[src/jet_pkg.sv]
// Shared constants and types for the escape-time iterator.
// Used by jet_mul, julia_escape_time_iterator and jet_chk; no dependencies.
`timescale 1ns / 1ps

package jet_pkg;

    localparam int WORD_WIDTH_DEF = 32;
    localparam int CHUNK_W        = 32;
    localparam int FIELD_W        = 32;
    localparam int LIMIT_W        = 10;
    localparam int CFG_IDX_W      = 2;
    localparam int IN_DATA_W      = 2 * FIELD_W;
    localparam int OUT_DATA_W     = 16;

    localparam logic [LIMIT_W-1:0] LIMIT_RESET = LIMIT_W'(100);

    typedef enum logic [CFG_IDX_W-1:0] {
        CFG_C_REAL = 2'd0,
        CFG_C_IMAG = 2'd1,
        CFG_LIMIT  = 2'd2
    } cfg_index_t;

    typedef struct packed {
        logic start;
        logic dbl;
    } mul_ctl_t;

endpackage

[src/julia_escape_time_iterator.sv]
// Julia-set escape-time iterator: z = z*z + c from z0 until |z|^2 > 4 or the limit.
// Top level; depends on jet_pkg and jet_mul.
//
//  channel   | direction | payload
//  ----------+-----------+------------------------------------------------
//  s_axis    | in        | tdata: start_real [31:0], start_imag [63:32]
//  m_axis    | out       | tdata: iteration_count [9:0], zeros above
//  cfg       | in        | cfg_index 0 c_real, 1 c_imag, 2 iteration_limit
//
// Each multiply runs on the shared unit, which forms N*N chunk products, N = ceil(WORD_WIDTH/32);
// one iteration is three multiplies plus three add/check states.
// An item squares z0, runs that loop until it escapes or reaches the limit, then emits its count;
// a zero limit goes from the accept straight to the emit state.
// s_axis_tready is high only while idle; a finished count waits in the output register.
// Reset is asynchronous, active low; the limit resets to 100 and c to zero.
`timescale 1ns / 1ps

module julia_escape_time_iterator #(
    parameter int WORD_WIDTH = jet_pkg::WORD_WIDTH_DEF
) (
    input  logic                              clk,
    input  logic                              rst_n,
    input  logic                              s_axis_tvalid,
    output logic                              s_axis_tready,
    input  logic [jet_pkg::IN_DATA_W-1:0]     s_axis_tdata,   // start_real, start_imag
    output logic                              m_axis_tvalid,
    input  logic                              m_axis_tready,
    output logic [jet_pkg::OUT_DATA_W-1:0]    m_axis_tdata,   // iteration_count, zero pad
    input  logic                              cfg_we,
    input  logic [jet_pkg::CFG_IDX_W-1:0]     cfg_index,
    input  logic [jet_pkg::FIELD_W-1:0]       cfg_data
);

    localparam int W  = WORD_WIDTH;
    localparam int FW = jet_pkg::FIELD_W;
    localparam int LW = jet_pkg::LIMIT_W;

    localparam logic signed [W-1:0] FOUR = {2'b01, {(W-2){1'b0}}};

    typedef enum logic [3:0] {
        ST_IDLE,
        ST_SQ_R,
        ST_SQ_I,
        ST_MUL_RI,
        ST_UPD_A,
        ST_UPD_B,
        ST_SQ_R2,
        ST_SQ_I2,
        ST_CHECK,
        ST_EMIT
    } state_t;

    function automatic logic [W-1:0] sat_fold(input logic [W:0] s);
        logic [W-1:0] r;
        if (s[W] != s[W-1])
        begin
            r = s[W] ? {1'b1, {(W-1){1'b0}}} : {1'b0, {(W-1){1'b1}}};
        end
        else
        begin
            r = s[W-1:0];
        end
        return r;
    endfunction

    state_t                state_reg;
    logic                  pend_reg;
    logic [W-1:0]          zr_reg;
    logic [W-1:0]          zi_reg;
    logic [W-1:0]          rr_reg;
    logic [W-1:0]          ii_reg;
    logic [W-1:0]          ri_reg;
    logic [LW-1:0]         count_reg;
    logic                  out_valid_reg;
    logic [LW-1:0]         out_data_reg;
    logic [FW-1:0]         c_real_reg;
    logic [FW-1:0]         c_imag_reg;
    logic [LW-1:0]         limit_reg;

    jet_pkg::mul_ctl_t     mul_ctl;
    logic signed [W-1:0]   mul_a;
    logic signed [W-1:0]   mul_b;
    logic                  mul_done;
    logic signed [W-1:0]   mul_result;

    logic [W-1:0]          cr;
    logic [W-1:0]          ci;
    logic [W-1:0]          diff_sat;
    logic [W-1:0]          ni_sat;
    logic [W-1:0]          nr_sat;
    logic [W-1:0]          mag_sat;
    logic [LW-1:0]         count_inc;
    logic                  is_mul_state;
    logic                  out_free;

    assign cr = W'(c_real_reg);
    assign ci = W'(c_imag_reg);

    assign diff_sat = sat_fold({rr_reg[W-1], rr_reg} - {ii_reg[W-1], ii_reg});
    assign ni_sat   = sat_fold({ri_reg[W-1], ri_reg} + {ci[W-1], ci});
    assign nr_sat   = sat_fold({rr_reg[W-1], rr_reg} + {cr[W-1], cr});
    assign mag_sat  = sat_fold({rr_reg[W-1], rr_reg} + {ii_reg[W-1], ii_reg});

    assign count_inc = count_reg + LW'(1);
    assign out_free  = !out_valid_reg || m_axis_tready;

    always_comb
    begin
        case (state_reg)
            ST_SQ_R, ST_SQ_R2:
            begin
                mul_a        = zr_reg;
                mul_b        = zr_reg;
                is_mul_state = 1'b1;
            end
            ST_SQ_I, ST_SQ_I2:
            begin
                mul_a        = zi_reg;
                mul_b        = zi_reg;
                is_mul_state = 1'b1;
            end
            ST_MUL_RI:
            begin
                mul_a        = zr_reg;
                mul_b        = zi_reg;
                is_mul_state = 1'b1;
            end
            default:
            begin
                mul_a        = zr_reg;
                mul_b        = zi_reg;
                is_mul_state = 1'b0;
            end
        endcase
    end

    assign mul_ctl.start = is_mul_state && !pend_reg;
    assign mul_ctl.dbl   = (state_reg == ST_MUL_RI);

    jet_mul #(
        .WORD_WIDTH(WORD_WIDTH)
    ) u_mul (
        .clk    (clk),
        .rst_n  (rst_n),
        .ctl    (mul_ctl),
        .a      (mul_a),
        .b      (mul_b),
        .done   (mul_done),
        .result (mul_result)
    );

    always_ff @(posedge clk or negedge rst_n)
    begin
        if (!rst_n)
        begin
            c_real_reg <= '0;
            c_imag_reg <= '0;
            limit_reg  <= jet_pkg::LIMIT_RESET;
        end
        else if (cfg_we)
        begin
            case (jet_pkg::cfg_index_t'(cfg_index))
                jet_pkg::CFG_C_REAL: c_real_reg <= cfg_data;
                jet_pkg::CFG_C_IMAG: c_imag_reg <= cfg_data;
                jet_pkg::CFG_LIMIT:  limit_reg  <= cfg_data[LW-1:0];
                default:             ;
            endcase
        end
    end

    always_ff @(posedge clk or negedge rst_n)
    begin
        if (!rst_n)
        begin
            state_reg     <= ST_IDLE;
            pend_reg      <= 1'b0;
            count_reg     <= '0;
            out_valid_reg <= 1'b0;
            out_data_reg  <= '0;
            zr_reg        <= '0;
            zi_reg        <= '0;
            rr_reg        <= '0;
            ii_reg        <= '0;
            ri_reg        <= '0;
        end
        else
        begin
            if (out_valid_reg && m_axis_tready && (state_reg != ST_EMIT))
            begin
                out_valid_reg <= 1'b0;
            end
            if (mul_done)
            begin
                pend_reg <= 1'b0;
            end
            else if (mul_ctl.start)
            begin
                pend_reg <= 1'b1;
            end

            case (state_reg)
                ST_IDLE:
                begin
                    if (s_axis_tvalid)
                    begin
                        zr_reg    <= W'(s_axis_tdata[FW-1:0]);
                        zi_reg    <= W'(s_axis_tdata[2*FW-1:FW]);
                        count_reg <= '0;
                        state_reg <= (limit_reg == '0) ? ST_EMIT : ST_SQ_R;
                    end
                end
                ST_SQ_R:
                begin
                    if (mul_done)
                    begin
                        rr_reg    <= mul_result;
                        state_reg <= ST_SQ_I;
                    end
                end
                ST_SQ_I:
                begin
                    if (mul_done)
                    begin
                        ii_reg    <= mul_result;
                        state_reg <= ST_MUL_RI;
                    end
                end
                ST_MUL_RI:
                begin
                    if (mul_done)
                    begin
                        ri_reg    <= mul_result;
                        state_reg <= ST_UPD_A;
                    end
                end
                ST_UPD_A:
                begin
                    rr_reg    <= diff_sat;
                    zi_reg    <= ni_sat;
                    state_reg <= ST_UPD_B;
                end
                ST_UPD_B:
                begin
                    zr_reg    <= nr_sat;
                    state_reg <= ST_SQ_R2;
                end
                ST_SQ_R2:
                begin
                    if (mul_done)
                    begin
                        rr_reg    <= mul_result;
                        state_reg <= ST_SQ_I2;
                    end
                end
                ST_SQ_I2:
                begin
                    if (mul_done)
                    begin
                        ii_reg    <= mul_result;
                        state_reg <= ST_CHECK;
                    end
                end
                ST_CHECK:
                begin
                    if ($signed(mag_sat) > FOUR)
                    begin
                        state_reg <= ST_EMIT;
                    end
                    else
                    begin
                        count_reg <= count_inc;
                        state_reg <= (count_inc == limit_reg) ? ST_EMIT : ST_MUL_RI;
                    end
                end
                ST_EMIT:
                begin
                    if (out_free)
                    begin
                        out_valid_reg <= 1'b1;
                        out_data_reg  <= count_reg;
                        state_reg     <= ST_IDLE;
                    end
                end
                default:
                begin
                    state_reg <= ST_IDLE;
                end
            endcase
        end
    end

    assign s_axis_tready = (state_reg == ST_IDLE);
    assign m_axis_tvalid = out_valid_reg;
    assign m_axis_tdata  = jet_pkg::OUT_DATA_W'(out_data_reg);

endmodule

[src/jet_mul.sv]
// Shared fixed-point multiplier: magnitude product built from chunk products
// one at a time, then floor shift by F or F-1 and saturation.
// Depends on jet_pkg.
`timescale 1ns / 1ps

module jet_mul #(
    parameter int WORD_WIDTH = jet_pkg::WORD_WIDTH_DEF
) (
    input  logic                         clk,
    input  logic                         rst_n,
    input  jet_pkg::mul_ctl_t            ctl,
    input  logic signed [WORD_WIDTH-1:0] a,
    input  logic signed [WORD_WIDTH-1:0] b,
    output logic                         done,
    output logic signed [WORD_WIDTH-1:0] result
);

    localparam int W    = WORD_WIDTH;
    localparam int F    = W - 4;
    localparam int CW   = jet_pkg::CHUNK_W;
    localparam int N    = (W + CW - 1) / CW;
    localparam int MW   = N * CW;
    localparam int IDXW = (N > 1) ? $clog2(N) : 1;

    localparam logic [2*W-1:0] MASK_F   = {{(2*W-F){1'b0}}, {F{1'b1}}};
    localparam logic [2*W-1:0] MASK_D   = {{(2*W-F+1){1'b0}}, {(F-1){1'b1}}};
    localparam logic [2*W-1:0] POS_LIM  = {{(W+1){1'b0}}, {(W-1){1'b1}}};
    localparam logic [2*W-1:0] NEG_LIM  = {{(W+1){1'b0}}, 1'b1, {(W-2){1'b0}}} << 1;
    localparam logic [W-1:0]   WORD_MAX = {1'b0, {(W-1){1'b1}}};
    localparam logic [W-1:0]   WORD_MIN = {1'b1, {(W-1){1'b0}}};

    typedef enum logic [1:0] {
        M_IDLE,
        M_MUL,
        M_ADD,
        M_FIN
    } mstate_t;

    mstate_t                    state_reg;
    logic [N-1:0][CW-1:0]       a_mag_reg;
    logic [N-1:0][CW-1:0]       b_mag_reg;
    logic                       neg_reg;
    logic                       dbl_reg;
    logic [IDXW-1:0]            i_reg;
    logic [IDXW-1:0]            j_reg;
    logic [2*CW-1:0]            pp_reg;
    logic [2*MW-1:0]            acc_reg;
    logic                       done_reg;
    logic [W-1:0]               result_reg;

    logic [W-1:0]     a_abs;
    logic [W-1:0]     b_abs;
    logic [2*MW-1:0]  pp_shifted;
    logic [2*W-1:0]   uprod;
    logic [2*W-1:0]   quot;
    logic [2*W-1:0]   quot_up;
    logic             rem_nz;
    logic [W-1:0]     fin_value;

    assign a_abs = a[W-1] ? (~a + W'(1)) : a;
    assign b_abs = b[W-1] ? (~b + W'(1)) : b;

    assign pp_shifted = (2*MW)'(pp_reg) << (CW * (int'(i_reg) + int'(j_reg)));

    assign uprod   = acc_reg[2*W-1:0];
    assign quot    = dbl_reg ? (uprod >> (F - 1)) : (uprod >> F);
    assign rem_nz  = dbl_reg ? |(uprod & MASK_D) : |(uprod & MASK_F);
    assign quot_up = quot + (2*W)'(neg_reg & rem_nz);

    always_comb
    begin
        if (!neg_reg)
        begin
            fin_value = (quot > POS_LIM) ? WORD_MAX : quot[W-1:0];
        end
        else
        begin
            fin_value = (quot_up > NEG_LIM) ? WORD_MIN : (~quot_up[W-1:0] + W'(1));
        end
    end

    always_ff @(posedge clk or negedge rst_n)
    begin
        if (!rst_n)
        begin
            state_reg  <= M_IDLE;
            done_reg   <= 1'b0;
            i_reg      <= '0;
            j_reg      <= '0;
            a_mag_reg  <= '0;
            b_mag_reg  <= '0;
            neg_reg    <= 1'b0;
            dbl_reg    <= 1'b0;
            pp_reg     <= '0;
            acc_reg    <= '0;
            result_reg <= '0;
        end
        else
        begin
            done_reg <= 1'b0;
            case (state_reg)
                M_IDLE:
                begin
                    if (ctl.start)
                    begin
                        a_mag_reg <= MW'(a_abs);
                        b_mag_reg <= MW'(b_abs);
                        neg_reg   <= a[W-1] ^ b[W-1];
                        dbl_reg   <= ctl.dbl;
                        i_reg     <= '0;
                        j_reg     <= '0;
                        acc_reg   <= '0;
                        state_reg <= M_MUL;
                    end
                end
                M_MUL:
                begin
                    pp_reg    <= a_mag_reg[i_reg] * b_mag_reg[j_reg];
                    state_reg <= M_ADD;
                end
                M_ADD:
                begin
                    acc_reg <= acc_reg + pp_shifted;
                    if (j_reg == IDXW'(N - 1))
                    begin
                        j_reg <= '0;
                        if (i_reg == IDXW'(N - 1))
                        begin
                            state_reg <= M_FIN;
                        end
                        else
                        begin
                            i_reg     <= i_reg + IDXW'(1);
                            state_reg <= M_MUL;
                        end
                    end
                    else
                    begin
                        j_reg     <= j_reg + IDXW'(1);
                        state_reg <= M_MUL;
                    end
                end
                M_FIN:
                begin
                    result_reg <= fin_value;
                    done_reg   <= 1'b1;
                    state_reg  <= M_IDLE;
                end
                default:
                begin
                    state_reg <= M_IDLE;
                end
            endcase
        end
    end

    assign done   = done_reg;
    assign result = result_reg;

endmodule

[config.mk]
export PLATFORM = sky130hd
export DESIGN_NAME = julia_escape_time_iterator
export DESIGN_NICKNAME = d
export VERILOG_FILES = /design/src/jet_pkg.sv /design/src/julia_escape_time_iterator.sv /design/src/jet_mul.sv
export SDC_FILE = /design/constraint.sdc
export NUM_CORES = 2
export LEC_CHECK = 0
export ABC_CLOCK_PERIOD_IN_PS = 7900
export BUFFER_PORTS_ARGS = -buffer_cell sky130_fd_sc_hd__buf_2
export CORE_MARGIN = 2
export CORE_UTILIZATION = 46
export DETAILED_ROUTE_END_ITERATION = 10
export GPL_TIMING_DRIVEN = 0
export REMOVE_ABC_BUFFERS = 1
export SLEW_MARGIN = 20
export SYNTH_ARGS = -nofsm -noshare
export SYNTH_HDL_FRONTEND = slang
export SYNTH_SLANG_ARGS = --single-unit
[constraint.sdc]
create_clock -name clk -period 7.9 [get_ports clk]
set_input_delay 0.395 -clock clk [delete_from_list [all_inputs] [get_ports clk]]
set_output_delay 0.395 -clock clk [all_outputs]
set_load 0.1 [all_outputs]
==> results.cfg <==
[status]
status = complete, no violations

[drt]
drt-total-wl_um = 230000
first_iter_violations = 4261
ant_nets = 0
via_per_inst = 5.80
first_pass_iters = 6
vias = 55700
wl_per_cell_um = 23.9
drc = 0

[synth]
synth_edf_count = 0
yosys.area.top_type = fa_1
ys_warn_count = 0
ys_seq_elements = 489
ys.flop_type = dfrtp_1
synth_cell_types = 110
synth_area_mm2 = 0.0682
syn_area_per_cell_um2 = 8.88
synth_seq_area_share = 0.180
synthCells = 7681
async_flop_share = 1.00
synth_top_area_frac = 0.265
synthTopCellsByArea = fa_1 26%, dfrtp_1 18%, ha_1 8.6%

[sta]
slew-limit-headroom = 0.215
setup_viol = 0
clock-skew-final_ns = 0.0263
tightest_slew_ns = 1.17
period_share = 0.992
holdWs_ns = 0.0138
period_minus_slack_ns = 7.84
final_max_slew_viol_count = 0
rsz0062_at_grt = yes
max_freq_ghz = 0.128
hold_viol = 0
finalSetupTns_ns = 0
finalWorstSetupSlack_ns = 0.0611

[worst_setup_path]
critPathCaptureType = flop
arrival_ns = 8.37
cpPeakStageDelay_ns = 0.63
startpoint_type = flop
crit_family = adder cells
cp.required_ns = 8.43
cp_max_fo = 5
critical_path_class = reg -> reg
crit_buf_inv = 3
cp_common_cell = fa_1
cp_slowest_cell = fa_1

[placed_design]
numPortBuffers = 114
hpwlAfterDp_um = 164000
pre_cts_slack_ns = -1.09
gp_congestion = 0.931

[clock_network]
clkLatencyLatePin_ns = 0.65
cts.path.max_buffers = 3
tritoncts = yes
cts-root-buf = clkbuf_16
cts_buffers = 53
clk_pin_slew_ns = 0.07
clock_sinks = 489
htreeDepth = 2

[layout]
multi_input_area_mm2 = 0.0513
ff_latch_area_mm2 = 0.0124
drive_gt1_frac = 0.115
finalNetCount = 9105
fillers = 13800
final_util = 0.513
area_growth_pct = 10.9

[floorplanning]
io_pins = 121
rows = 141
die_area_mm2 = 0.151
start_util = 0.462
dieHeight_um = 389
core_area_mm2 = 0.147
die_w_um = 389

[grt]
antenna_found_initial = 10
grt_pass1_vias = 56000
grt_pass1_wl_um = 339000
overflow = 0
grt_usage = 0.289
grt_max_degree = 97

[min_path]
hold_path.class = in -> reg

[run]
maxCapViolations = 0
[placed cells by master (no fill, tap or decap), drive strengths merged, types with 31 or more instances in the layout]
cell type / Yosys / final
o31ai: 31 / 31
a21o: 122 / 122
nand2: 942 / 942
nand2b: 51 / 51
o21a: 35 / 35
buf: 53 / 315
nand4: 62 / 62
ha: 467 / 467
and3: 43 / 43
and2: 618 / 618
nor2: 266 / 266
a211oi: 43 / 43
xor2: 126 / 126
fa: 901 / 901
nor4: 45 / 45
nor2b: 57 / 57
clkbuf: 381 / 71
mux2i: 106 / 106
o21bai: 40 / 40
nand3: 102 / 102
xnor2: 194 / 194
inv: 1001 / 1006
or3: 45 / 45
a21oi: 430 / 430
dfrtp: 486 / 486
nor3: 69 / 69
mux2: 189 / 189
o21ai: 357 / 357
a31oi: 119 / 119
[per-layer routing]
metal  up-vias  track usage  part of all wire
met3       450       0.0348             0.068
met2      1914        0.461              0.45
met5         -            0           0.00011
met4         4        0.132             0.061
met1     28400        0.395              0.42
li1      25000            -                 -
[kinds of logic (layout without fill, tap and decap cells)]
kind of cell	count (synthesis)	in the layout	share of synthesized area
AOI/OAI and AO/OA	1401	1401	0.127
xor gates and xnor gates	320	320	0.0412
adders and majority gates	1368	1368	0.350
buffers and inverters	1436	1428	0.0810
DFF	489	489	0.180
muxes	295	295	0.0470
other	1	7	0.0000550
and+or+nand+nor	2371	2371	0.174
[what timing repair did]
| item | 4_1_cts | 5_1_grt |
|---|---|---|
| hold endpoints to repair | 86 | 0 |
| gates resized for setup | 85 | 150 |
| gates cloned | 0 | 3 |
| hold buffers | 6 | 0 |
| setup endpoints to repair | 33 | 21 |
| pin swaps | 10 | 99 |
| setup buffers | 66 | 88 |
[layout make-up]
cell class	instances	area share
inverter	1002	0.0498
tap	1930	0.0319
clock buffer	65	0.0193
sequential	489	0.164
clock inverter	34	0.00601
timing repair buffer	327	0.0494
multi-input combinational	5761	0.679
antenna	1	0.0000331
[worst register-to-register path, cell delays in order (launching register included)]
cell and delay (ns):
dfrtp_4 0.58, buf_12 0.19, and2_1 0.17, fa_1 0.56, fa_1 0.45, fa_1 0.52
inv_2 0.05, fa_1 0.52, inv_1 0.05, fa_1 0.49, fa_1 0.45, fa_1 0.54
fa_1 0.63, ha_4 0.25, a21oi_4 0.14, o21bai_1 0.10, a21oi_2 0.18, o21ai_2 0.07
a311oi_2 0.35, o31ai_4 0.17, a31oi_4 0.22, o21ai_2 0.09, a311oi_2 0.37, o31ai_2 0.13
xor2_1 0.17, mux2_2 0.28
[path summary, 6_finish.rpt]
check	from	to	slack, ns	depth (start not counted)
worst max-delay path	u_mul.b_mag_reg[5]	u_mul.pp_reg[48]	0.06	25
worst min-delay path	s_axis_tdata[60]	zi_reg[28]	0.01	3
worst max register to register	u_mul.b_mag_reg[5]	u_mul.pp_reg[48]	0.06	25
worst min register to register	out_data_reg[6]	out_data_reg[6]	0.47	2
max in group asynchronous	rst_n	u_mul.acc_reg[42]	5.92	5
min in group asynchronous	rst_n	ii_reg[30]	0.30	2
[cells in the mapped netlist, drive strengths merged, types with 10 or more instances]
cell     number
a21o        122
nand2b       51
nand3       102
nor3         69
mux2        189
mux2i       106
o211ai       20
nand3b       10
nand4        62
a2111oi      10
o22ai        20
nor2b        57
nor2        266
and2        618
or2          14
xnor2       194
a22o         10
ha          467
xor2        126
o21bai       40
and4         10
dfrtp       486
a21boi       16
a31oi       119
a221oi       11
clkbuf      381
or3          45
a211oi       43
a31o         12
inv        1001
buf          53
a41oi        13
or4          13
o31a         10
o221ai       10
o21a         35
a311oi       12
o21ai       357
nor4         45
fa          901
nand2       942
a21oi       430
a211o        12
and3         43
o31ai        31
[per-stage QoR]
stage                     std cells  instance area (µm²)
after floorplan                7252                66400
after global placement         9296                69400
after detailed placement       9347                70700
after CTS                      9518                73800
after global routing           9608                75600
final                          9609                75600
Power is left out: the tool's default activity adds up to more than one toggle a clock period on the data nets, which glitch-free logic cannot reach.
